--- config.mk ---
export PLATFORM = sky130hd
export DESIGN_NAME = fm_envelope_generator_ssg
export DESIGN_NICKNAME = d
export VERILOG_FILES = /design/src/fmeg_pkg.sv /design/src/fm_envelope_generator_ssg.sv
export VERILOG_INCLUDE_DIRS = /design/src /design/src/src
export SDC_FILE = /design/constraint.sdc
export NUM_CORES = 1
export LEC_CHECK = 0
export ABC_AREA = 0
export BUFFER_PORTS_ARGS = -buffer_cell sky130_fd_sc_hd__buf_2
export CORE_MARGIN = 2
export CORE_UTILIZATION = 40
export DETAILED_ROUTE_END_ITERATION = 10
export SKIP_LAST_GASP = 1
export SYNTH_ARGS = -nofsm -noshare
export SYNTH_HDL_FRONTEND = slang
export SYNTH_SLANG_ARGS = --single-unit
--- constraint.sdc ---
create_clock -name clock -period 17.39 [get_ports clock]
set_input_delay 0.8695 -clock clock [delete_from_list [all_inputs] [get_ports clock]]
set_output_delay 0.8695 -clock clock [all_outputs]
set_load 0.02 [all_outputs]
--- src/assert_macros.svh ---
// Assertion helpers shared by the RTL. Concurrent checks compile away
// in synthesis builds.
`ifndef ASSERT_MACROS_SVH
`define ASSERT_MACROS_SVH

`ifndef SYNTHESIS

// Implication or plain property, sampled on clk, off while rst is high
`define ASSERT_PROP(lbl, clk, rst, prop) \
   lbl: assert property (@(posedge clk) disable iff (rst) (prop)) \
      else $error("assertion failed");

// Condition that must never be true
`define ASSERT_NEVER(lbl, clk, rst, cond) \
   lbl: assert property (@(posedge clk) disable iff (rst) !(cond)) \
      else $error("forbidden condition seen");

`else

`define ASSERT_PROP(lbl, clk, rst, prop)
`define ASSERT_NEVER(lbl, clk, rst, cond)

`endif

`endif

--- src/fmeg_pkg.sv ---
`timescale 1ns / 1ps
`default_nettype none

package fmeg_pkg;

   // Envelope phases
   typedef enum logic [1:0] {
      PH_ATTACK  = 2'd0,
      PH_DECAY   = 2'd1,
      PH_SUSTAIN = 2'd2,
      PH_RELEASE = 2'd3
   } phase_type;

   // Input item kinds (carried on tuser)
   localparam logic CMD_TICK = 1'b0;
   localparam logic CMD_KEY  = 1'b1;

   // Register indexes on the csr port
   localparam logic [2:0] CSR_ATTACK_RATE   = 3'd0;
   localparam logic [2:0] CSR_DECAY_RATE    = 3'd1;
   localparam logic [2:0] CSR_SUSTAIN_RATE  = 3'd2;
   localparam logic [2:0] CSR_RELEASE_RATE  = 3'd3;
   localparam logic [2:0] CSR_SUSTAIN_LEVEL = 3'd4;
   localparam logic [2:0] CSR_TOTAL_LEVEL   = 3'd5;
   localparam logic [2:0] CSR_KEY_SCALE     = 3'd6;
   localparam logic [2:0] CSR_SSG_MODE      = 3'd7;

   localparam logic [6:0] TOTAL_LEVEL_RESET = 7'd127;
   localparam logic [9:0] ATT_MAX           = 10'h3FF;
   localparam logic [9:0] SSG_CENTER        = 10'h200;
   localparam logic [9:0] SUSTAIN_TOP       = 10'h3E0;
   localparam logic [5:0] RATE_MAX          = 6'h3F;
   localparam logic [5:0] RATE_INSTANT      = 6'd62;

   // Step patterns, bit i is the increment at step i
   localparam logic [7:0] PAT_NONE    = 8'b0000_0000;
   localparam logic [7:0] PAT_QUARTER = 8'b1000_1000;
   localparam logic [7:0] PAT_HALF    = 8'b1010_1010;
   localparam logic [7:0] PAT_FIVE    = 8'b1011_1010;
   localparam logic [7:0] PAT_SIX     = 8'b1110_1110;
   localparam logic [7:0] PAT_SEVEN   = 8'b1111_1110;

   // Effective 6-bit rate from the phase's rate register and key scaling
   function automatic logic [5:0] calc_rate(
      input phase_type  ph,
      input logic [4:0] ar,
      input logic [4:0] dr,
      input logic [4:0] sr,
      input logic [3:0] rr,
      input logic [1:0] ks,
      input logic [4:0] kc
   );
      logic [4:0] r;
      logic [4:0] ksc;
      logic [6:0] sum;
      logic [5:0] res;
      unique case (ph)
         PH_ATTACK:  r = ar;
         PH_DECAY:   r = dr;
         PH_SUSTAIN: r = sr;
         PH_RELEASE: r = {rr, 1'b1};
      endcase
      ksc = kc >> (2'd3 - ks);
      sum = {1'b0, r, 1'b0} + {2'b00, ksc};
      if (r == 5'd0) begin
         res = 6'd0;
      end else if (sum > {1'b0, RATE_MAX}) begin
         res = RATE_MAX;
      end else begin
         res = sum[5:0];
      end
      return res;
   endfunction

   // Global counter mask: 2^(11 - rate/4) - 1, zero for the top rates
   function automatic logic [10:0] gate_mask(input logic [5:0] rate);
      return 11'h7FF >> rate[5:2];
   endfunction

   // Step delta for a rate and the rolling step index
   function automatic logic [2:0] delta_lookup(
      input logic [5:0] rate,
      input logic [2:0] step
   );
      logic [7:0] pat;
      logic [2:0] base;
      base = 3'd0;
      pat  = PAT_NONE;
      priority if (rate >= 6'd60) begin
         base = 3'd4;
      end else if (rate >= 6'd48) begin
         base = 3'(rate[5:2] - 4'd11);
         unique case (rate[1:0])
            2'd0: pat = PAT_NONE;
            2'd1: pat = PAT_QUARTER;
            2'd2: pat = PAT_HALF;
            2'd3: pat = PAT_SIX;
         endcase
      end else if (rate >= 6'd8) begin
         unique case (rate[1:0])
            2'd0: pat = PAT_HALF;
            2'd1: pat = PAT_FIVE;
            2'd2: pat = PAT_SIX;
            2'd3: pat = PAT_SEVEN;
         endcase
      end else if (rate >= 6'd6) begin
         pat = PAT_SIX;
      end else if (rate >= 6'd2) begin
         pat = PAT_HALF;
      end else begin
         pat = PAT_NONE;
      end
      return base + {2'b00, pat[step]};
   endfunction

endpackage

`default_nettype wire

--- src/fm_envelope_generator_ssg.sv ---
// FM envelope generator (ADSR with SSG repeat/invert mode).
// Latency: the result beat is valid in the cycle after the request beat.
// Throughput: one request per cycle while rsp_tready stays high; the whole update
// is one combinational pass between the state registers and the response register.
// Reset: synchronous, active high; envelope at attack with attenuation zero,
// all rate registers zero and total level 127.
`timescale 1ns / 1ps
`default_nettype none
`include "assert_macros.svh"

module fm_envelope_generator_ssg
   import fmeg_pkg::*;
(
   input  wire logic        clock,
   input  wire logic        reset,
   // request channel
   input  wire logic        req_tvalid,
   output logic             req_tready,
   input  wire logic [7:0]  req_tdata,   // [0] key_on, [5:1] key_code, [7:6] zero
   input  wire logic        req_tuser,   // [0] cmd
   // response channel
   output logic             rsp_tvalid,
   input  wire logic        rsp_tready,
   output logic [15:0]      rsp_tdata,   // [9:0] out_attenuation, [10] phase_reset,
                                         // [15:11] zero
   // register write port
   input  wire logic        csr_valid,
   output logic             csr_ready,
   input  wire logic [2:0]  csr_index,
   input  wire logic [7:0]  csr_data
);

   // configuration registers
   logic [4:0] attack_rate_ff;
   logic [4:0] decay_rate_ff;
   logic [4:0] sustain_rate_ff;
   logic [3:0] release_rate_ff;
   logic [3:0] sustain_level_ff;
   logic [6:0] total_level_ff;
   logic [1:0] key_scale_ff;
   logic [3:0] ssg_mode_ff;

   // envelope state
   logic [9:0]  att_ff,  att_in;
   phase_type   phase_ff, phase_in;
   logic [1:0]  cnt_ff,  cnt_in;
   logic [11:0] gc_ff,   gc_in;
   logic [2:0]  step_ff, step_in;
   logic        held_ff, held_in;
   logic        inv_ff,  inv_in;

   // response register
   logic        rsp_valid_ff;
   logic [15:0] rsp_data_ff, rsp_data_in;

   logic        req_accept;
   logic        key_on;
   logic [4:0]  key_code;

   logic        ssg_en, ssg_att, ssg_alt, ssg_hold;
   logic        preset;
   logic [5:0]  att_rate;
   logic        fast_attack;
   logic [1:0]  cnt_dec;
   logic [5:0]  rate;
   logic        gate;
   logic [2:0]  delta;
   logic [2:0]  delta_m1;
   logic [13:0] att_shift;
   logic [2:0]  inc_amt;
   logic [5:0]  inc;
   logic [10:0] att_wide;
   logic [9:0]  sus_thresh;
   logic [9:0]  out_base;
   logic [10:0] out_sum;
   logic [9:0]  out_att;

   assign key_on   = req_tdata[0];
   assign key_code = req_tdata[5:1];

   assign ssg_en   = ssg_mode_ff[3];
   assign ssg_att  = ssg_mode_ff[2];
   assign ssg_alt  = ssg_mode_ff[1];
   assign ssg_hold = ssg_mode_ff[0];

   // skid-free output stage: take a new beat whenever the result slot frees up
   assign req_tready = !rsp_valid_ff || rsp_tready;
   assign req_accept = req_tvalid && req_tready;
   assign rsp_tvalid = rsp_valid_ff;
   assign rsp_tdata  = rsp_data_ff;
   assign csr_ready  = 1'b1;

   assign sus_thresh = (sustain_level_ff == 4'hF) ? SUSTAIN_TOP
                                                  : {1'b0, sustain_level_ff, 5'b0};

   // attack rate, used wherever a new attack starts
   assign att_rate    = calc_rate(PH_ATTACK, attack_rate_ff, decay_rate_ff, sustain_rate_ff,
                                  release_rate_ff, key_scale_ff, key_code);
   assign fast_attack = (att_rate >= RATE_INSTANT);

   // next-state and result for one request beat
   always_comb begin
      att_in    = att_ff;
      phase_in  = phase_ff;
      cnt_in    = cnt_ff;
      gc_in     = gc_ff;
      step_in   = step_ff;
      held_in   = held_ff;
      inv_in    = inv_ff;
      preset    = 1'b0;
      cnt_dec   = 2'(cnt_ff - 2'd1);
      rate      = 6'd0;
      gate      = 1'b0;
      delta     = 3'd0;
      delta_m1  = 3'd0;
      att_shift = 14'd0;
      inc_amt   = 3'd0;
      inc       = 6'd0;
      att_wide  = 11'd0;

      if (req_tuser == CMD_KEY) begin
         // key on/off edge
         if (held_ff != key_on) begin
            held_in = key_on;
            if (key_on) begin
               phase_in = PH_ATTACK;
               if (fast_attack) begin
                  phase_in = PH_DECAY;
                  att_in   = 10'd0;
               end
               preset = 1'b1;
            end else begin
               phase_in = PH_RELEASE;
               inv_in   = 1'b0;
            end
         end
      end else begin
         // SSG repeat / hold / alternate checks
         if (ssg_en && att_ff[9]) begin
            if (ssg_alt && (!ssg_hold || !inv_ff)) begin
               inv_in = !inv_ff;
            end
            if (!ssg_alt && !ssg_hold) begin
               preset = 1'b1;
            end
            if (phase_ff != PH_ATTACK) begin
               if (phase_ff != PH_RELEASE && !ssg_hold) begin
                  phase_in = PH_ATTACK;
                  if (fast_attack) begin
                     phase_in = PH_DECAY;
                     att_in   = 10'd0;
                  end
               end else if (phase_ff == PH_RELEASE || ((!inv_in) != ssg_att)) begin
                  att_in = ATT_MAX;
               end
            end
         end

         // envelope step, once every third tick
         cnt_in = cnt_dec;
         if (cnt_dec == 2'd0) begin
            rate   = calc_rate(phase_in, attack_rate_ff, decay_rate_ff, sustain_rate_ff,
                               release_rate_ff, key_scale_ff, key_code);
            cnt_in = 2'd3;
            gate   = ((gc_ff[10:0] & gate_mask(rate)) == 11'd0);
            gc_in  = 12'(gc_ff + 12'd1);
            if (gate) begin
               delta    = delta_lookup(rate, step_ff);
               delta_m1 = 3'(delta - 3'd1);
               step_in  = 3'(step_ff + 3'd1);
               if (phase_in == PH_ATTACK) begin
                  // exponential approach toward zero
                  if (delta != 3'd0) begin
                     att_shift = {4'hF, ~att_in} << delta_m1;
                     att_in    = 10'(att_in + att_shift[13:4]);
                  end
                  if (att_in == 10'd0) begin
                     phase_in = PH_DECAY;
                  end
               end else begin
                  // linear increase, four times the step in SSG mode
                  att_wide = {1'b0, att_in};
                  if (delta != 3'd0) begin
                     inc_amt = 3'(delta_m1 + (ssg_en ? 3'd2 : 3'd0));
                     inc     = 6'd1 << inc_amt;
                     if (!ssg_en || !att_in[9]) begin
                        att_wide = 11'({1'b0, att_in} + {5'b0, inc});
                     end
                  end
                  if (phase_in == PH_DECAY && att_wide >= {1'b0, sus_thresh}) begin
                     phase_in = PH_SUSTAIN;
                  end
                  att_in = att_wide[10] ? ATT_MAX : att_wide[9:0];
               end
            end
         end
      end

      // output level: optional SSG inversion, then total level and clamp
      out_base = att_in;
      if (ssg_en && phase_in != PH_RELEASE && (inv_in != ssg_att)) begin
         out_base = 10'(SSG_CENTER - att_in);
      end
      out_sum = {1'b0, out_base} + {1'b0, total_level_ff, 3'b0};
      out_att = out_sum[10] ? ATT_MAX : out_sum[9:0];

      rsp_data_in = {5'b0, preset, out_att};
   end

   // state, configuration and response registers
   always_ff @(posedge clock) begin
      if (reset) begin
         attack_rate_ff   <= '0;
         decay_rate_ff    <= '0;
         sustain_rate_ff  <= '0;
         release_rate_ff  <= '0;
         sustain_level_ff <= '0;
         total_level_ff   <= TOTAL_LEVEL_RESET;
         key_scale_ff     <= '0;
         ssg_mode_ff      <= '0;
         att_ff           <= '0;
         phase_ff         <= PH_ATTACK;
         cnt_ff           <= 2'd1;
         gc_ff            <= '0;
         step_ff          <= '0;
         held_ff          <= 1'b0;
         inv_ff           <= 1'b0;
         rsp_valid_ff     <= 1'b0;
      end else begin
         if (csr_valid) begin
            unique case (csr_index)
               CSR_ATTACK_RATE:   attack_rate_ff   <= csr_data[4:0];
               CSR_DECAY_RATE:    decay_rate_ff    <= csr_data[4:0];
               CSR_SUSTAIN_RATE:  sustain_rate_ff  <= csr_data[4:0];
               CSR_RELEASE_RATE:  release_rate_ff  <= csr_data[3:0];
               CSR_SUSTAIN_LEVEL: sustain_level_ff <= csr_data[3:0];
               CSR_TOTAL_LEVEL:   total_level_ff   <= csr_data[6:0];
               CSR_KEY_SCALE:     key_scale_ff     <= csr_data[1:0];
               CSR_SSG_MODE:      ssg_mode_ff      <= csr_data[3:0];
            endcase
         end
         if (req_accept) begin
            att_ff       <= att_in;
            phase_ff     <= phase_in;
            cnt_ff       <= cnt_in;
            gc_ff        <= gc_in;
            step_ff      <= step_in;
            held_ff      <= held_in;
            inv_ff       <= inv_in;
            rsp_valid_ff <= 1'b1;
         end else if (rsp_tready) begin
            rsp_valid_ff <= 1'b0;
         end
      end
   end

   // response payload, loaded on every accepted beat
   always_ff @(posedge clock) begin
      if (req_accept) begin
         rsp_data_ff <= rsp_data_in;
      end
   end

   // checks
   `ASSERT_NEVER(a_cnt_nonzero, clock, reset, cnt_ff == 2'd0)
   `ASSERT_NEVER(a_no_accept_when_full, clock, reset,
                 rsp_valid_ff && !rsp_tready && req_tready)
   `ASSERT_PROP(a_keyoff_no_preset, clock, reset,
                (req_accept && req_tuser == CMD_KEY && !key_on) |=> !rsp_tdata[10])
   `ASSERT_PROP(a_keyoff_release, clock, reset,
                (req_accept && req_tuser == CMD_KEY && !key_on && held_ff)
                |=> (phase_ff == PH_RELEASE && !inv_ff))
   `ASSERT_PROP(a_key_keeps_counter, clock, reset,
                (req_accept && req_tuser == CMD_KEY) |=> $stable(gc_ff))

endmodule

`default_nettype wire

==> flow_metrics.py <==
metrics = {
    "routing": {
        "ant_nets": 0,
        "drt_iter0_markers": 593,
        "drt-wirelength-per-cell_um": 17.3,
        "drtPass1Iterations": 5,
        "vias": 6733,
        "drc": 0,
        "wirelength_mm": 20.0,
        "viasPerCell": 5.84,
    },
    "clock_network": {
        "cts_buffers": 9,
        "cts_sinks": 78,
        "post-cts-setup-buffers": 0,
        "cts_htree_levels": 3,
        "cts-resized-gates": 0,
        "clk_pin_slew_ps": 70,
        "clockBufferDepth": 2,
        "cts_tree": "built",
        "insertion_delay_ps": 350,
        "cts_root_buf": "clkbuf_16",
        "hold_buffers": 0,
    },
    "placed_design": {
        "place.gp.congestion": 0.970,
        "place_inst": 1137,
        "hpwl_mm": 14.9,
        "postPlaceCellArea_um2": 7410,
        "pre_cts_slack_ps": 2040,
        "port_buffers": 34,
    },
    "final_layout": {
        "synthToLayoutAreaGrowth_pct": 8.04,
        "layout-drive-gt1-share_pct": 9.05,
        "fin_cells": 1153,
        "final_cell_mix": "nor2_1 (129), nand2_1 (90), dfxtp_1 (67), a21oi_1 (59), mux2i_1 (53)",
        "final_core_util_pct": 44.4,
        "final_common_cell": "nor2_1",
        "fillCellCount": 1781,
        "antenna_cells_inserted": 0,
        "multiInputGateArea_um2": 5110,
        "seqCellArea_um2": 1670,
        "fin_nets": 1001,
        "fin_area_um2": 7700,
    },
    "run_status": {
        "status": "complete, no violations",
    },
    "floorplan": {
        "floorplan.initialDensity_pct": 41.1,
        "fp.coreArea_um2": 17400,
        "die_y_um": 138,
        "core.rowCount": 48,
        "die_area_um2": 18900,
        "die_w_um": 138,
        "ios": 44,
    },
    "timing": {
        "min_period_ps": 15370,
        "rsz0062_at_grt": "false",
        "whs_ps": 496,
        "worst_slack_ps": 2020,
        "tightest_slew_ps": 1060,
        "setup_tns_ps": 0,
        "relSlewSlack_pct": 29.5,
        "finalSetupViolCount": 0,
        "fmax_mhz": 65.0,
        "worst_clock_skew_ps": 12.2,
        "period_share_pct": 88.4,
        "hold_viol_final": 0,
        "slew_viol_final": 0,
    },
    "yosys": {
        "ys.flop_type": "dfxtp_1",
        "yosysWarnings": 0,
        "ys_seq_elements": 78,
        "synth_edf_count": 11,
        "avgSynthCellArea_um2": 7.78,
        "async_flop_share_pct": 0,
        "postSynthCellCount": 917,
        "ys_types": 92,
        "ys_seq_area_share_pct": 23.4,
        "netlist_area_um2": 7130,
    },
    "critical_path": {
        "startpoint_type": "primary input",
        "slowest_stage": "ha_1",
        "crit_required_ps": 17460,
        "worstPathMaxFanout": 20,
        "slowest_delay_ps": 750,
        "crit_type": "primary input to register",
        "crit_arrival_ps": 15450,
        "crit_path_frequent_cell": "a21oi_1",
        "end_kind": "register",
    },
    "pwr": {
        "power_density_nw_per_um2": 96.2,
        "ir_drop_mv": 0.0524,
        "p_leak_nw": 3.18,
        "power_uw": 741,
    },
    "global_route": {
        "grt_pass1_vias": 6009,
        "grt_pass1_wl_mm": 31.6,
        "grt_max_degree": 61,
        "track_usage_pct": 21.5,
        "grt_antenna_before_repair": 0,
        "overflow": 0,
    },
    "job": {
        "drv_cap": 0,
    },
    "min_path": {
        "holdCritPathClass": "register to register",
    },
}
[power breakdown]
group / switching, mW / leakage, nW / total, mW / internal, mW
Sequential: 0.0112 / 0.643 / 0.210 / 0.199
Combinational: 0.214 / 2.40 / 0.344 / 0.130
Clock: 0.0843 / 0.144 / 0.187 / 0.103
Total: 0.309 / 3.18 / 0.741 / 0.432
[cell usage after synthesis, types with 3 or more instances]
| library cell | count | area share [%] |
|---|---|---|
| nor3_1 | 26 | 1.8 |
| nor4_1 | 5 | 0.44 |
| dfxtp_1 | 67 | 19 |
| nor2_1 | 129 | 6.8 |
| buf_4 | 6 | 0.63 |
| a211oi_1 | 16 | 1.7 |
| a22o_1 | 3 | 0.37 |
| a31oi_1 | 5 | 0.44 |
| o31ai_1 | 8 | 0.84 |
| nand2b_1 | 18 | 1.6 |
| o211ai_1 | 6 | 0.63 |
| nand2_1 | 90 | 4.7 |
| a21o_1 | 11 | 1.2 |
| a211o_1 | 7 | 0.86 |
| o21bai_1 | 5 | 0.53 |
| edfxtp_1 | 11 | 4.6 |
| fa_1 | 5 | 1.4 |
| and3_1 | 5 | 0.44 |
| o2111ai_1 | 4 | 0.49 |
| o41ai_1 | 3 | 0.37 |
| nand3_1 | 14 | 0.98 |
| or2_2 | 3 | 0.26 |
| o21a_1 | 12 | 1.3 |
| xnor2_1 | 20 | 2.5 |
| o31a_1 | 3 | 0.37 |
| buf_1 | 4 | 0.21 |
| inv_1 | 37 | 1.9 |
| o21ai_0 | 44 | 3.1 |
| a2111oi_0 | 3 | 0.37 |
| ha_1 | 48 | 8.4 |
| mux2i_1 | 53 | 7.4 |
| mux2_2 | 5 | 0.79 |
| o21ai_1 | 7 | 0.49 |
| or3_1 | 3 | 0.26 |
| clkbuf_1 | 34 | 1.8 |
| and2_1 | 6 | 0.53 |
| nand4b_1 | 3 | 0.37 |
| o22ai_1 | 4 | 0.35 |
| a21oi_1 | 59 | 4.1 |
| a22oi_1 | 8 | 0.84 |
| nor2b_1 | 12 | 1.1 |
| xor2_1 | 24 | 2.9 |
| o211a_1 | 5 | 0.70 |
| nand4_1 | 14 | 1.2 |
[area by class of cell]
type	instances	share of cell area (%)
Multi-Input combinational cell	756	66.3
Sequential cell	78	21.7
Tap cell	225	3.65
Clock buffer	10	3.10
Timing Repair Buffer	39	2.70
Inverter	39	1.90
Clock inverter	6	0.650
[final timing paths]
| kind | cells after the start | endpoint | slack [ps] | from |
|---|---|---|---|---|
| worst max register to register | 58 | rsp_tdata[7] | 2070 | key_scale_ff[0] |
| worst max-delay path | 59 | rsp_tdata[7] | 2020 | req_tdata[4] |
| worst min register to register | 2 | total_level_ff[5] | 500 | total_level_ff[5] |
| worst min-delay path | 2 | total_level_ff[5] | 500 | total_level_ff[5] |
[layer usage]
metal  track usage, %  vias to the layer above  part of all wire [%]
met2             35.0                      176                    46
met4             6.07                        0                   1.8
met3             3.83                       31                   4.7
li1                 -                     3348                     -
met1             29.2                     3178                    48
met5                0                        -                     0
[cells by family (layout without fill, tap and decap cells)]
logic type / count (synthesis) / in the layout / share of synthesized area [%]
AOI/OAI and AO/OA: 251 / 251 / 25.1
xor gates and xnor gates: 44 / 44 / 5.40
adders and majority gates: 53 / 53 / 9.83
buffers and inverters: 87 / 94 / 5.14
DFF: 78 / 78 / 23.4
muxes: 60 / 60 / 8.58
other: 2 / 6 / 0.105
and+or+nand+nor: 342 / 342 / 22.4
[flip-flops by register name (all words and copies together) (netlist names)]
signal            flops
phase_ff              2
cnt_ff                2
decay_rate_ff         5
att_ff               10
rsp_tvalid            1
key_scale_ff          2
rsp_tdata            11
release_rate_ff       4
sustain_level_ff      4
gc_ff                11
held_ff               1
total_level_ff        7
step_ff               3
inv_ff                1
ssg_mode_ff           4
sustain_rate_ff       5
attack_rate_ff        5
[worst max-delay path, delay by kind of cell]
kind	cells	cell delay, ps
buffers and inverters	4	960
AOI/OAI and AO/OA	24	5790
muxes	2	510
and+or+nand+nor	17	2720
adders and majority gates	10	4110
xor gates and xnor gates	2	450
No activity file was read; power rests on OpenSTA's default activity.
